File: src/cti_pkg.sv
// shared constants, codes and beat types of the calibrated table interpolator
package cti_pkg;

   localparam int MAX_BINS = 16;
   localparam int TAB_AW   = (MAX_BINS > 1) ? $clog2(MAX_BINS) : 1;
   localparam int BIN_CW   = $clog2(MAX_BINS + 1);
   localparam int FRAC_W   = 16;
   localparam int DVD_W    = 64;
   localparam int DVS_W    = 33;
   localparam int QUO_W    = 32;

   localparam logic signed [31:0] Q_ONE       = 32'sh0001_0000;
   localparam logic signed [31:0] Q_MINUS_ONE = 32'shFFFF_0000;
   localparam logic signed [31:0] S32_MAX     = 32'sh7FFF_FFFF;
   localparam logic signed [31:0] S32_MIN     = 32'sh8000_0000;

   localparam logic FUNC_QUERY = 1'b0;
   localparam logic FUNC_LOAD  = 1'b1;

   localparam logic [2:0] ST_INTERP    = 3'd0;
   localparam logic [2:0] ST_BEYOND    = 3'd1;
   localparam logic [2:0] ST_NO_TABLE  = 3'd2;
   localparam logic [2:0] ST_ZERO_WIDE = 3'd3;
   localparam logic [2:0] ST_LOAD_DONE = 3'd4;

   localparam logic [2:0] REG_BIN_COUNT      = 3'd0;
   localparam logic [2:0] REG_CROSS_SECTION  = 3'd1;
   localparam logic [2:0] REG_CAL_GAIN       = 3'd2;
   localparam logic [2:0] REG_CAL_OFFSET     = 3'd3;
   localparam logic [2:0] REG_CAL_REF_GAIN   = 3'd4;
   localparam logic [2:0] REG_CAL_REF_OFFSET = 3'd5;

   typedef struct packed {
      logic              func;
      logic              use_calibration;
      logic signed [31:0] energy;
      logic [3:0]        entry_index;
      logic signed [31:0] entry_edge;
      logic signed [31:0] entry_value;
   } req_type;

   typedef struct packed {
      logic signed [31:0] result_value;
      logic [2:0]        status;
   } rsp_type;

endpackage

File: src/cti_div.sv
// serial signed divider, one quotient bit per cycle, saturated 32-bit quotient
module cti_div (
   input  logic                                 clock,
   input  logic                                 reset,
   input  logic                                 start,
   input  logic signed [cti_pkg::DVD_W-1:0]     dividend,
   input  logic signed [cti_pkg::DVS_W-1:0]     divisor,
   output logic                                 done,
   output logic signed [cti_pkg::QUO_W-1:0]     quotient
);

   localparam int CNT_W = $clog2(cti_pkg::DVD_W);

   logic                         active_ff, active_in;
   logic                         done_ff, done_in;
   logic [CNT_W-1:0]             count_ff, count_in;
   logic                         neg_ff, neg_in;
   logic [cti_pkg::DVD_W-1:0]    num_ff, num_in;
   logic [cti_pkg::DVS_W-1:0]    den_ff, den_in;
   logic [cti_pkg::DVS_W-1:0]    rem_ff, rem_in;
   logic [cti_pkg::DVS_W:0]      rem_sh;
   logic                         fits;

   always_comb begin
      active_in = active_ff;
      done_in   = 1'b0;
      count_in  = count_ff;
      neg_in    = neg_ff;
      num_in    = num_ff;
      den_in    = den_ff;
      rem_in    = rem_ff;
      rem_sh    = {rem_ff, num_ff[cti_pkg::DVD_W-1]};
      fits      = (rem_sh >= {1'b0, den_ff});
      if (start) begin
         active_in = 1'b1;
         count_in  = '0;
         neg_in    = dividend[cti_pkg::DVD_W-1] ^ divisor[cti_pkg::DVS_W-1];
         num_in    = dividend[cti_pkg::DVD_W-1] ? -dividend : dividend;
         den_in    = divisor[cti_pkg::DVS_W-1] ? -divisor : divisor;
         rem_in    = '0;
      end else if (active_ff) begin
         if (fits) begin
            rem_in = cti_pkg::DVS_W'(rem_sh - {1'b0, den_ff});
         end else begin
            rem_in = rem_sh[cti_pkg::DVS_W-1:0];
         end
         num_in   = {num_ff[cti_pkg::DVD_W-2:0], fits};
         count_in = count_ff + 1'b1;
         if (count_ff == CNT_W'(cti_pkg::DVD_W - 1)) begin
            active_in = 1'b0;
            done_in   = 1'b1;
         end
      end
   end

   always_ff @(posedge clock) begin
      if (reset) begin
         active_ff <= 1'b0;
         done_ff   <= 1'b0;
         count_ff  <= '0;
      end else begin
         active_ff <= active_in;
         done_ff   <= done_in;
         count_ff  <= count_in;
      end
   end

   always_ff @(posedge clock) begin
      neg_ff <= neg_in;
      num_ff <= num_in;
      den_ff <= den_in;
      rem_ff <= rem_in;
   end

   always_comb begin
      if (neg_ff) begin
         if (num_ff > cti_pkg::DVD_W'(64'h8000_0000)) begin
            quotient = cti_pkg::S32_MIN;
         end else begin
            quotient = -num_ff[cti_pkg::QUO_W-1:0];
         end
      end else begin
         if (num_ff > cti_pkg::DVD_W'(64'h7FFF_FFFF)) begin
            quotient = cti_pkg::S32_MAX;
         end else begin
            quotient = num_ff[cti_pkg::QUO_W-1:0];
         end
      end
   end

   assign done = done_ff;

endmodule

File: config.mk
export PLATFORM = sky130hd
export DESIGN_NAME = cti_div
export DESIGN_NICKNAME = d
export VERILOG_FILES = /design/src/cti_pkg.sv /design/src/cti_div.sv
export SDC_FILE = /design/constraint.sdc
export NUM_CORES = 1
export LEC_CHECK = 0
export BUFFER_PORTS_ARGS = -buffer_cell sky130_fd_sc_hd__buf_2
export CORE_MARGIN = 2
export CORE_UTILIZATION = 54
export DETAILED_ROUTE_END_ITERATION = 6
export PLACE_DENSITY = 0.8
export SYNTH_ARGS = -nofsm -noshare
export SYNTH_HDL_FRONTEND = slang
export SYNTH_SLANG_ARGS = --single-unit
File: constraint.sdc
create_clock -name clock -period 4.4 [get_ports clock]
set_clock_uncertainty 0.15 [all_clocks]
set_input_delay 0 -clock clock [delete_from_list [all_inputs] [get_ports clock]]
set_output_delay 0 -clock clock [all_outputs]
set_load 0.02 [all_outputs]
* After elaboration in Yosys (flattened, before gate mapping)
Index checks and enable logic that the tools add are counted.
Storage, ports and cells: register bits 139, latch bits 0, bits in writable memories 0, ROM bits 0, bits of input ports 100, output and inout bits 33, logic and storage cells 34, memories kept 0
Cells by class: add/sub/neg operators 5, multiply operators 0, div/mod/pow operators 0, $lt $le $gt $ge 3, equal/unequal tests 1, shift-type cells 0, muxes and demuxes 12, bitwise gates (word level) 2, reduce and logical (&&, ||, !) cells 3
Operator list (number):
- 64-bit two-way mux | 3
- 32-bit two-way mux | 4
- 64-bit by 31-bit > comparator with 1-bit output, second input constant | 1
- 64-bit by 32-bit > comparator with 1-bit output, second input constant | 1
- 64-bit negation | 1
- 34-bit by 33-bit greater-or-equal comparator with 1-bit output | 1
- 33-bit two-way mux | 1
- 33-bit negation | 1
- 33-bit subtractor | 1
- 32-bit negation | 1
- 6-bit by 1-bit adder with 6-bit output, second input constant | 1
- 6-bit equality test, second input constant | 1
- 1-bit two-way mux | 4
- 3-bit OR reduction | 1
- 2-bit nonzero test | 1
- 2-bit OR reduction | 1
- 1-bit inverter | 1
- 1-bit bitwise XOR | 1

* Logic depth before layout (Yosys ltp)
Gate-level depths: netlist (run 1).
word-level depth 4, gate-level depth with buffers 15

* Worst setup path before layout (run 1)
OpenSTA, ideal clock, no wires.
kind flip-flop to output port, start point register num_ff[0] (netlist bit), end point output port quotient[14] (netlist bit), arrival time 3.766 ns, data required time 4.250 ns, path slack 0.484 ns, cell stages (with the launch flop) 14, path buffers 2, path through edfxtp_1 -> inv_1 -> ha_1 -> or3b_4 -> or3_4 -> or4_4 -> or4_4 -> buf_6 -> o21ai_4 -> nand2_4 -> clkinv_4 -> nand2_8 -> buf_6 -> o311ai_1
Between the ends: longest elaborated chain between the ends 3, elaborated cells between the ends (all ways) 6, those cells by class add/sub: 1; order compare: 2; mux: 3
Ends and longest elaborated chain:
- start, declared | RTL line cti_div.sv:18 | logic [cti_pkg::DVD_W-1:0] num_ff, num_in;
- start signal, assigned | RTL line cti_div.sv:70 | num_ff <= num_in;
- 64-bit by 31-bit > comparator with 1-bit output (tied with other cells) | RTL line cti_div.sv:83 | if (num_ff > cti_pkg::DVD_W'(64'h7FFF_FFFF)) begin
- 32-bit two-way mux (on tied branches) | RTL line cti_div.sv:83, cti_div.sv:77
- 32-bit two-way mux (*) | RTL line cti_div.sv:76 | if (neg_ff) begin
- end, declared | RTL line cti_div.sv:9 | output logic signed [cti_pkg::QUO_W-1:0] quotient
Mark *: on every way between the ends. The rest lies on a longest branch, timed or not.

* Worst setup path in the final report (run 1)
start point register num_ff[0] (netlist bit), end point output port quotient[20] (netlist bit)
The elaborated chain is that of the path after synthesis.

==> impl_metrics.ini, run 1 <==
[outcome]
outcome = completed

[global_route]
gr-usage-all-layers_pct = 29.1
first_global_vias = 9506
overflow = 0
wire_length_of_the_first_global_routing_pass_um = 47300
antenna_found_initial = 0
grt_max_degree = 111

[sta]
setup_viol_count_final = 0
hold_violations = 0
min_period_ps = 4340
final.setup.worst_slack_ps = 61.4
final.period_utilization_pct = 98.6
final-max-slew-violation-count = 0
maximum_frequency_from_static_timing_analysis_mhz = 230
slew_headroom_pct = 23.5
transition_time_of_the_tightest_slew_check_pin_ps = 1140

[worst_hold_path]
min_from = divisor[32]
hold_class = input pin to flop

[clock_network]
clk_pin_slew_worst_paths_ps = 60
cts_num_sinks = 139
htree_levels = 4
cts_tree = built
tritoncts.num_buffers = 17
clockBufferDepth = 2
ctsRootBufferMaster = clkbuf_16
clock_latency_on_the_worst_skew_pair_ps = 430

[power_and_ir_drop]
power.share.clock_pct = 35.0
worst_ir_drop_vdd_mv = 0.307
net-switching-power_mw = 1.34
internal_power_mw = 3.08
static-leakage-power_nw = 5.13
power_frac_seq_pct = 38.1
power_density_over_the_cells_nw_per_um2 = 338
power_frac_comb_pct = 26.9
switching_share_pct = 30.4

[die]
die_area_sq_um = 20100
chipHeight_um = 142
floorplan_row_count = 50
die_w_um = 142
design.core.area_sq_um = 18600
io_pins = 133
initial_core_util_pct = 54.9

[final_layout]
final_area_sq_um = 13100
diodes = 0
final_core_utilization_pct = 70.2
final-seq-area_sq_um = 3760
final-instance-count-excl-fill = 1662
layout-area-overhead-vs-synth_pct = 28.0
proportion_of_layout_cells_with_a_drive_suffix_above_1_pct = 15.5
design.final.nets = 1553
num-fill-cells = 1312
multiInputGateArea_sq_um = 6140

[synth]
synthArstFlopShare_pct = 0
seq_area_frac_synth_pct = 36.8
synth_top_cell_by_area = edfxtp_1
synth_top_flop_cell = edfxtp_1
synth_top_area_share_pct = 28.8
synth_edf_count = 98
synth_area_per_cell_sq_um = 8.60
synthesis.instances = 1189
synth_top_area_cells = edfxtp_1 (29%), dfxtp_1 (8.0%), xor2_1 (6.7%), a21oi_1 (5.0%), nor2_1 (4.8%)
synth.ff_latch_count = 139
syn_area_sq_um = 10200
yosys_warnings = 0
syn-num-nets = 1327
ys_types = 69

[routing]
drtAntennaViolNets = 0
drt_pre_antenna_iters = 6
drc_errors = 0
wl_per_cell_um = 18.1
detailroute.via_count = 10200
routed_wirelength_um = 30200
post_drt_via_cell_ratio = 6.14
first_iter_violations = 1002

[critical_path]
setup.worst_path.end_class = output port
critical_path.top_delay_family = simple AND/OR/NAND/NOR gates
critical_path.max_stage_delay_ps = 560
timing_worst_setup_path_type = flop to output port
path_buf_inv = 4
beginning_of_the_critical_path = num_ff[0]
critical_path_arrival_ps = 4190
cp_slowest_cell = or4_4
critPathLaunchType = flop
cp.required_ps = 4250
crit_fanout = 13
regToRegStartpoint = num_ff[63]
worstPathCellList = inv_1, ha_2, or3b_4, or3_4, or4_4, or4_4, o21ai_4, buf_12, nand2_8, clkinv_8, nand2_8, o311ai_1, buf_2

[placed_design]
place.port_buffers = 132
inst_count_dp = 1500
dp.final_hpwl_um = 18300
place_ws_ps = 377
globalplace.congestion = 0.972
placedInstanceArea_sq_um = 11000

[flow_run]
maxCapViolations = 0
per-layer routing:
metal	wire (um)	share of wire, %	track usage, %
met4	908	3.0	9.68
met3	2270	7.5	5.80
met2	14500	48	48.9
met5	0	0	0
met1	12500	42	37.7
cell usage after synthesis, types with 8 or more instances:
cell,n
xor2_1,78
mux2i_1,28
or3_1,19
inv_1,63
nand2_1,104
o41ai_1,17
nor4_1,22
a21oi_1,103
or4_1,23
ha_1,37
xnor2_1,47
clkbuf_1,54
a211oi_1,23
nor3_1,21
o31ai_1,36
or2_2,8
edfxtp_1,98
o21ai_0,67
a21o_1,12
o311ai_1,26
nand4_1,17
nand3_1,22
dfxtp_1,41
nor2_1,132
sequential cells by signal (all words and copies together), names as in the netlist:
name and flops:
active_ff 1, count_ff 6, den_ff 33, done 1, neg_ff 1, num_ff 64
rem_ff 33
power groups by stage:
stage	combinational, mW	sequential (mW)	clock, mW
6_report	1.19	1.69	1.54
5_1_grt	1.30	1.70	1.61
4_1_cts	1.12	1.67	1.56
3_5_place_dp	1.01	1.70	0
3_3_place_gp	0.989	1.69	0
2_1_floorplan	0.755	1.65	0
final cells by class:
type,count,area share (%)
clock inverters,14,1.54
well taps,234,2.24
clock buffers,18,3.28
flip-flops and latches,139,28.8
multi-input cells,925,46.9
repair buffers,268,15.4
inverters,64,1.93
worst reg2reg max path, stage by stage (launching register included):
cell and delay (ps):
edfxtp_1 430, inv_1 90, ha_1 160, inv_1 50, fa_1 400, a21o_1 210, a221oi_1 320, nor3_1 140
nor4_1 250, o31a_1 230, a211oi_1 110, or2_2 570, buf_4 330, mux2i_1 140, a211oi_1 240
final timing paths:
path,end,slack [ps],cells past startpoint
setup / recovery,quotient[20],60,13
hold / removal,neg_ff,60,2
setup reg to reg,rem_ff[4],480,14
hold reg to reg,rem_ff[32],310,2
stage by stage:
| stage | power [mW] | hold WS [ps] | setup TNS, ps |
|---|---|---|---|
| 2_1_floorplan | 2.41 | -77.6 | 0 |
| 3_3_place_gp | 2.68 | 29.8 | 0 |
| 3_5_place_dp | 2.71 | 37.2 | 0 |
| 4_1_cts | 4.35 | 25.4 | 0 |
| 5_1_grt | 4.61 | 83.2 | -397 |
| 6_report | 4.42 | 61.0 | 0 |
cells in the final DEF (no fill, tap or decap), types with 18 or more instances in the layout:
cell type      synthesis  layout
o311ai_2               1      18
or4_1                 23      23
edfxtp_1              98      98
xnor2_1               47      47
mux2i_1               28      28
a211oi_1              23      23
inv_1                 63      62
or3_1                 19      19
nand2_1              104     104
dfxtp_1               41      40
nor4_1                22      20
o31ai_1               36      36
a21oi_1              103     103
buf_2                  2     127
nand3_1               22      22
dlygate4sd3_1          0     122
ha_1                  37      36
o21ai_0               67      66
xor2_1                78      78
nor2_1               132     132
nor3_1                21      21
cell families after synthesis:
group | Yosys count | share of synthesized area, %
and+or+nand+nor | 410 | 19.9
AOI/OAI and AO/OA | 321 | 20.0
DFF | 139 | 36.8
buffers and inverters | 128 | 5.10
xor gates and xnor gates | 125 | 10.7
adders and majority gates | 38 | 4.72
muxes | 28 | 2.74
timing repair:
item / 4_1_cts / 5_1_grt
buffers inserted: 1 / 4
endpoints found under the hold margin: 146 / 0
gates cloned: 0 / 3
hold buffers: 122 / 0
gates resized for setup: 0 / 29
pin swaps: 1 / 2
endpoints found under the setup margin: 24 / 27
(Power assumes the default switching activity.)
==> run 2, diff against run 1 <==
--- a/config.mk
+++ b/config.mk
@@ -8,8 +8,10 @@
 export BUFFER_PORTS_ARGS = -buffer_cell sky130_fd_sc_hd__buf_2
 export CORE_MARGIN = 2
 export CORE_UTILIZATION = 54
+export CTS_BUF_LIST = sky130_fd_sc_hd__clkbuf_4 sky130_fd_sc_hd__clkbuf_8
 export DETAILED_ROUTE_END_ITERATION = 6
 export PLACE_DENSITY = 0.8
+export SKIP_LAST_GASP = 1
 export SYNTH_ARGS = -nofsm -noshare
 export SYNTH_HDL_FRONTEND = slang
 export SYNTH_SLANG_ARGS = --single-unit
==> constraint.sdc (replaced) <==
create_clock -name clock -period 4.4 [get_ports clock]
set_clock_uncertainty 0.15 [all_clocks]
set_input_delay 1.32 -clock clock [delete_from_list [all_inputs] [get_ports clock]]
set_output_delay 1.32 -clock clock [all_outputs]
set_load 0.02 [all_outputs]
==> run 2 against run 1 <==
  * The flow now finishes with violations (setup timing)
  * Largest power group unchanged
  * Die area unchanged
  * Via count down 3.6%
  * Critical path type unchanged
  * Non-clock buffer count down 36
  * Global-route usage down 2.3 points
  * Sequential share of layout area up 0.41 points
  * Clock-buffer cell count up 8
==> impl_metrics.ini, run 2 (synthesis gave the netlist of run 1 again) <==
[critical_path]
cp.required_ps = 2930
critical_path.top_delay_family = simple AND/OR/NAND/NOR gates
cp_slowest_cell = or4_4
critical_path_arrival_ps = 3910
critPathLaunchType = flop
critical_path.max_stage_delay_ps = 460
setup.worst_path.end_class = output port
worstPathCellList = inv_2, ha_4, or3b_4, or3_4, or4_4, or4_4, o21ai_4, nand2_4, clkinv_4, nand2_8, clkbuf_16, o311ai_4, buf_6
crit_fanout = 8
cpMostUsedCell = or4_4
path_buf_inv = 4
timing_worst_setup_path_type = flop to output port

[routing]
detailroute.via_count = 9842
post_drt_via_cell_ratio = 6.05
first_iter_violations = 811
drtAntennaViolNets = 0
wl_per_cell_um = 17.0
drt_pre_antenna_iters = 6
routed_wirelength_um = 27600
drc_errors = 0

[sta]
final.setup.worst_slack_ps = -983
min_period_ps = 5380
final-max-slew-violation-count = 0
setup_viol_count_final = 32
transition_time_of_the_tightest_slew_check_pin_ps = 1060
hold_violations = 0
grt_setup_unrepaired = yes
final.period_utilization_pct = 122
maximum_frequency_from_static_timing_analysis_mhz = 186
slew_headroom_pct = 29.4

[outcome]
failed_checks = setup timing
outcome = finished with violations

[clock_network]
tritoncts.num_buffers = 17
cts_tree = built
cts_hold_fix_bufs = 0
htree_levels = 4
clk_pin_slew_worst_paths_ps = 80
clockBufferDepth = 2
ctsRootBufferMaster = clkbuf_8
clock_latency_on_the_worst_skew_pair_ps = 470
cts_num_sinks = 139

[global_route]
grt_max_degree = 82
wire_length_of_the_first_global_routing_pass_um = 43300
antenna_found_initial = 3
first_global_vias = 9044
gr-usage-all-layers_pct = 26.8
overflow = 0

[die]
die_w_um = 142
chipHeight_um = 142
design.core.area_sq_um = 18600
die_area_sq_um = 20100
initial_core_util_pct = 54.9
floorplan_row_count = 50
io_pins = 133

[final_layout]
final_common_cell = nor2_1
top_regs = num_ff x64, den_ff x33, rem_ff x33
registers.top_by_ff_count = num_ff
layout-area-overhead-vs-synth_pct = 26.2
proportion_of_layout_cells_with_a_drive_suffix_above_1_pct = 23.8
mostFrequentLayoutCells = nor2_1 (132), nand2_1 (104), a21oi_1 (101)
multiInputGateArea_sq_um = 6490
num-fill-cells = 1424
final_core_utilization_pct = 69.2
largest_register_ffs = 64
final-seq-area_sq_um = 3760
design.final.nets = 1515

[placed_design]
place.port_buffers = 132
dp.final_hpwl_um = 19400
globalplace.congestion = 0.962

[power_and_ir_drop]
power_density_over_the_cells_nw_per_um2 = 310
static-leakage-power_nw = 5.08
power.total_mw = 4.00
worst_ir_drop_vdd_mv = 0.256

[flow_run]
maxCapViolations = 0

[worst_hold_path]
hold_class = flop to flop
[run 2: cell types whose count changed in the layout (fill, tap and decap cells not counted), sizes merged]
cell and delta:
diode +2, clkinvlp +1, bufinv -3, clkbuf +9, buf +85, dlygate4sd3 -122, nand2 -2, clkinv -6
[run 2: final timing paths]
path / from / to / slack [ps] / depth (start not counted)
worst max register to register: num_ff[63] / rem_ff[18] / 360 / 14
worst min-delay path: rem_ff[32] / rem_ff[32] / 330 / 2
worst min register to register: rem_ff[32] / rem_ff[32] / 330 / 2
worst max-delay path: num_ff[0] / quotient[8] / -980 / 13
[run 2: through the flow]
stage,area (sq um),hold WS (ps),setup WS [ps],instances,setup TNS (ps)
floorplan,10700,276,-517,1189,-13640
global placement,12100,291,-389,1581,-11370
detailed placement,12100,320,-440,1581,-12910
CTS,12700,331,-895,1622,-26280
global route,12900,361,-1080,1625,-31510
finish,12900,331,-983,1626,-27960
[run 2: power breakdown]
part | switching, mW | internal (mW) | leakage [nW]
Combinational | 0.723 | 0.548 | 3.57
Clock | 0.484 | 0.594 | 0.210
Sequential | 0.0921 | 1.56 | 1.30
Total | 1.30 | 2.70 | 5.08
[run 2: layout make-up]
cell class / count / share of cell area [%]
Multi-Input combinational cell: 923 / 50.3
Sequential cell: 139 / 29.2
Timing Repair Buffer: 232 / 13.1
Clock buffer: 26 / 2.53
Tap cell: 234 / 2.27
Inverter: 64 / 1.90
Clock inverter: 6 / 0.659
Antenna cell: 2 / 0.0388
[run 2: worst reg2reg max path: cells and delay by family (launching register included)]
kind / cells / cell delay, ps
mux: 1 / 150
buf+inv: 3 / 400
compound gates: 5 / 1270
flops: 1 / 450
simple gates: 3 / 940
fa+ha+maj: 2 / 560
[run 2: timing repair]
item | 4_1_cts | 5_1_grt
setup endpoints to repair | 32 | 32
buffers inserted | 8 | 1
hold endpoints to repair | 0 | 0
cloned | 1 | 1
gates resized for setup | 55 | 27
pin swaps | 3 | 5
[run 2: layer usage]
| layer | share of wire (%) | track usage, % |
|---|---|---|
| met1 | 42 | 33.5 |
| met2 | 49 | 45.7 |
| met3 | 5.6 | 4.89 |
| met4 | 3.2 | 11.4 |
| met5 | 0.091 | 0 |
==> run 3, diff against run 2 <==
--- a/config.mk
+++ b/config.mk
@@ -7,10 +7,12 @@
 export LEC_CHECK = 0
 export BUFFER_PORTS_ARGS = -buffer_cell sky130_fd_sc_hd__buf_2
 export CORE_MARGIN = 2
-export CORE_UTILIZATION = 54
+export CORE_UTILIZATION = 50
 export CTS_BUF_LIST = sky130_fd_sc_hd__clkbuf_4 sky130_fd_sc_hd__clkbuf_8
 export DETAILED_ROUTE_END_ITERATION = 6
-export PLACE_DENSITY = 0.8
+export GPL_TIMING_DRIVEN = 0
+export HOLD_SLACK_MARGIN = 0.02
+export PLACE_DENSITY = 0.76
 export SKIP_LAST_GASP = 1
 export SYNTH_ARGS = -nofsm -noshare
 export SYNTH_HDL_FRONTEND = slang
==> run 3 against run 2 <==
  * The run still ends with setup timing left
  * Utilization fell by 5.7 points
  * Hold slack got worse by 4.6 ps
  * Combinational power fell by 3%
  * Design area fell by 0.67%
  * Sequential cell count did not move
  * Die area rose by 7.8%
  * Clock power barely moved
  * Setup slack got worse by 110 ps
  * Largest power group unchanged
==> impl_metrics.ini, run 3 (synthesis gave the netlist of run 1 again) <==
[die]
design.core.area_sq_um = 20200
floorplan_row_count = 52
chipHeight_um = 147
die_w_um = 147
io_pins = 133
die_area_sq_um = 21600
initial_core_util_pct = 50.7

[sta]
grt_setup_unrepaired = yes
final.setup.worst_slack_ps = -1090
final-max-slew-violation-count = 0
hold_violations = 0
maximum_frequency_from_static_timing_analysis_mhz = 182
final.period_utilization_pct = 125
min_period_ps = 5490
transition_time_of_the_tightest_slew_check_pin_ps = 1210
setup_viol_count_final = 32
finalHoldWorstSlack_ps = 327
slew_headroom_pct = 19.1

[critical_path]
critical_path.max_stage_delay_ps = 480
critical_path.top_delay_family = simple AND/OR/NAND/NOR gates
cp.required_ps = 2930
cp_slowest_cell = edfxtp_1
setup.worst_path.end_class = output port
critPathLaunchType = flop
reg2reg_setup_slack_ps = 310
critical_path_arrival_ps = 4020
crit_fanout = 5
worstPathCellList = inv_2, ha_4, or3b_4, or3_4, or4_4, or4_4, o21ai_4, nand2_4, buf_4, nor4_4, o21ai_2, o311ai_4, buf_6
timing_worst_setup_path_type = flop to output port
path_buf_inv = 3
cpMostUsedCell = or4_4

[clock_network]
htree_levels = 4
cts_hold_fix_bufs = 0
tritoncts.num_buffers = 17
cts_num_sinks = 139
clock_latency_on_the_worst_skew_pair_ps = 460
ctsRootBufferMaster = clkbuf_8
clk_pin_slew_worst_paths_ps = 80
clockBufferDepth = 2
cts_tree = built

[global_route]
gr-usage-all-layers_pct = 26.0
overflow = 0
antenna_found_initial = 3
grt_max_degree = 36
first_global_vias = 9267
wire_length_of_the_first_global_routing_pass_um = 45300

[final_layout]
proportion_of_layout_cells_with_a_drive_suffix_above_1_pct = 20.8
largest_register_ffs = 64
layout-area-overhead-vs-synth_pct = 25.4
final_common_cell = nor2_1
registers.top_by_ff_count = num_ff
mostFrequentLayoutCells = nor2_1 (132), buf_2 (101), a21oi_1 (100)
num-fill-cells = 1637
design.final.nets = 1499
final-instance-count-excl-fill = 1651
top_regs = num_ff x64, den_ff x33, rem_ff x33

[routing]
drtAntennaViolNets = 0
first_iter_violations = 786
drc_errors = 0
detailroute.via_count = 9797
drt_pre_antenna_iters = 6
routed_wirelength_um = 29000
wl_per_cell_um = 17.6
post_drt_via_cell_ratio = 5.93

[outcome]
failed_checks = setup timing
outcome = finished with violations

[power_and_ir_drop]
power_frac_seq_pct = 42.4
worst_ir_drop_vdd_mv = 0.224
static-leakage-power_nw = 4.88
power.share.clock_pct = 26.8
net-switching-power_mw = 1.36
power_frac_comb_pct = 30.8
switching_share_pct = 34.3
power_density_over_the_cells_nw_per_um2 = 310
internal_power_mw = 2.61

[placed_design]
dp.final_hpwl_um = 21000
globalplace.congestion = 0.933
inst_count_dp = 1590
place.port_buffers = 130

[flow_run]
maxCapViolations = 0

[worst_hold_path]
hold_class = flop to flop
[run 3: cell types whose count changed in the layout (fill, tap and decap cells not counted), sizes merged]
cell	change
clkinvlp	-1
clkinv	+2
diode	+5
buf	-68
clkbuf	+46
nand2	-1
inv	+6
[run 3: area by class of cell]
type                            instances  area, sq um  area share, %
Clock inverter                         13          138           1.07
Buffer                                 63          303           2.36
Tap cell                              270          338           2.63
Timing Repair Buffer                  154         1070           8.33
Antenna cell                            7         17.5          0.137
Inverter                               64          245           1.91
Clock buffer                           19          262           2.04
Multi-Input combinational cell        922         6690           52.2
Sequential cell                       139         3760           29.3
[run 3: power by group through the flow]
stage               Clock (mW)  Combinational (mW)  Sequential, mW
floorplan                    0               0.818            1.66
global placement             0                1.08            1.70
detailed placement           0                1.10            1.70
CTS                       1.07                1.18            1.68
global route              1.13                1.34            1.70
finish                    1.06                1.23            1.68
[run 3: worst reg2reg max path, stage by stage (launching register included)]
cell	delay (ps)
edfxtp_1	460
inv_1	90
ha_1	160
inv_1	50
fa_1	410
a21o_1	250
a221oi_4	340
nor3_1	160
nor4_1	330
o31a_1	250
a211oi_1	130
or2_2	280
clkbuf_1	200
buf_2	280
mux2i_1	170
a211oi_1	280
[run 3: path summary, 6_finish.rpt]
path,to,startpoint,cells after the start
worst max-delay path,quotient[12],num_ff[0],13
worst min-delay path,rem_ff[32],rem_ff[32],2
worst max register to register,rem_ff[13],num_ff[63],15
worst min register to register,rem_ff[32],rem_ff[32],2
[run 3: layer usage]
layer / vias up / wire (um) / part of all wire [%] / GRT usage [%]
met1: 4581 / 11900 / 41 / 32.1
met3: 60 / 1970 / 6.8 / 4.29
li1: 4734 / - / - / -
met2: 422 / 14400 / 50 / 46.1
met5: - / 0 / 0 / 0
met4: 0 / 793 / 2.7 / 8.80
[run 3: per-stage QoR]
step | area [sq um] | TNS [ps] | setup slack (ps) | utilization, % | total power, mW
6_report | 12800 | -32180 | -1090 | 63.6 | 3.97
5_1_grt | 12800 | -34860 | -1170 | 63.5 | 4.17
4_1_cts | 12600 | -33790 | -1130 | 62.5 | 3.93
3_5_place_dp | 11700 | -32920 | -1040 | 57.9 | 2.80
3_3_place_gp | 11700 | -59500 | -1060 | 57.8 | 2.78
2_1_floorplan | 10700 | -13640 | -517 | - | 2.48
[run 3: timing repair]
| item | 4_1_cts | 5_1_grt |
|---|---|---|
| endpoints found under the setup margin | 33 | 67 |
| setup buffers | 15 | 6 |
| cloned | 2 | 1 |
| pin swaps | 25 | 12 |
| gates resized for setup | 102 | 33 |
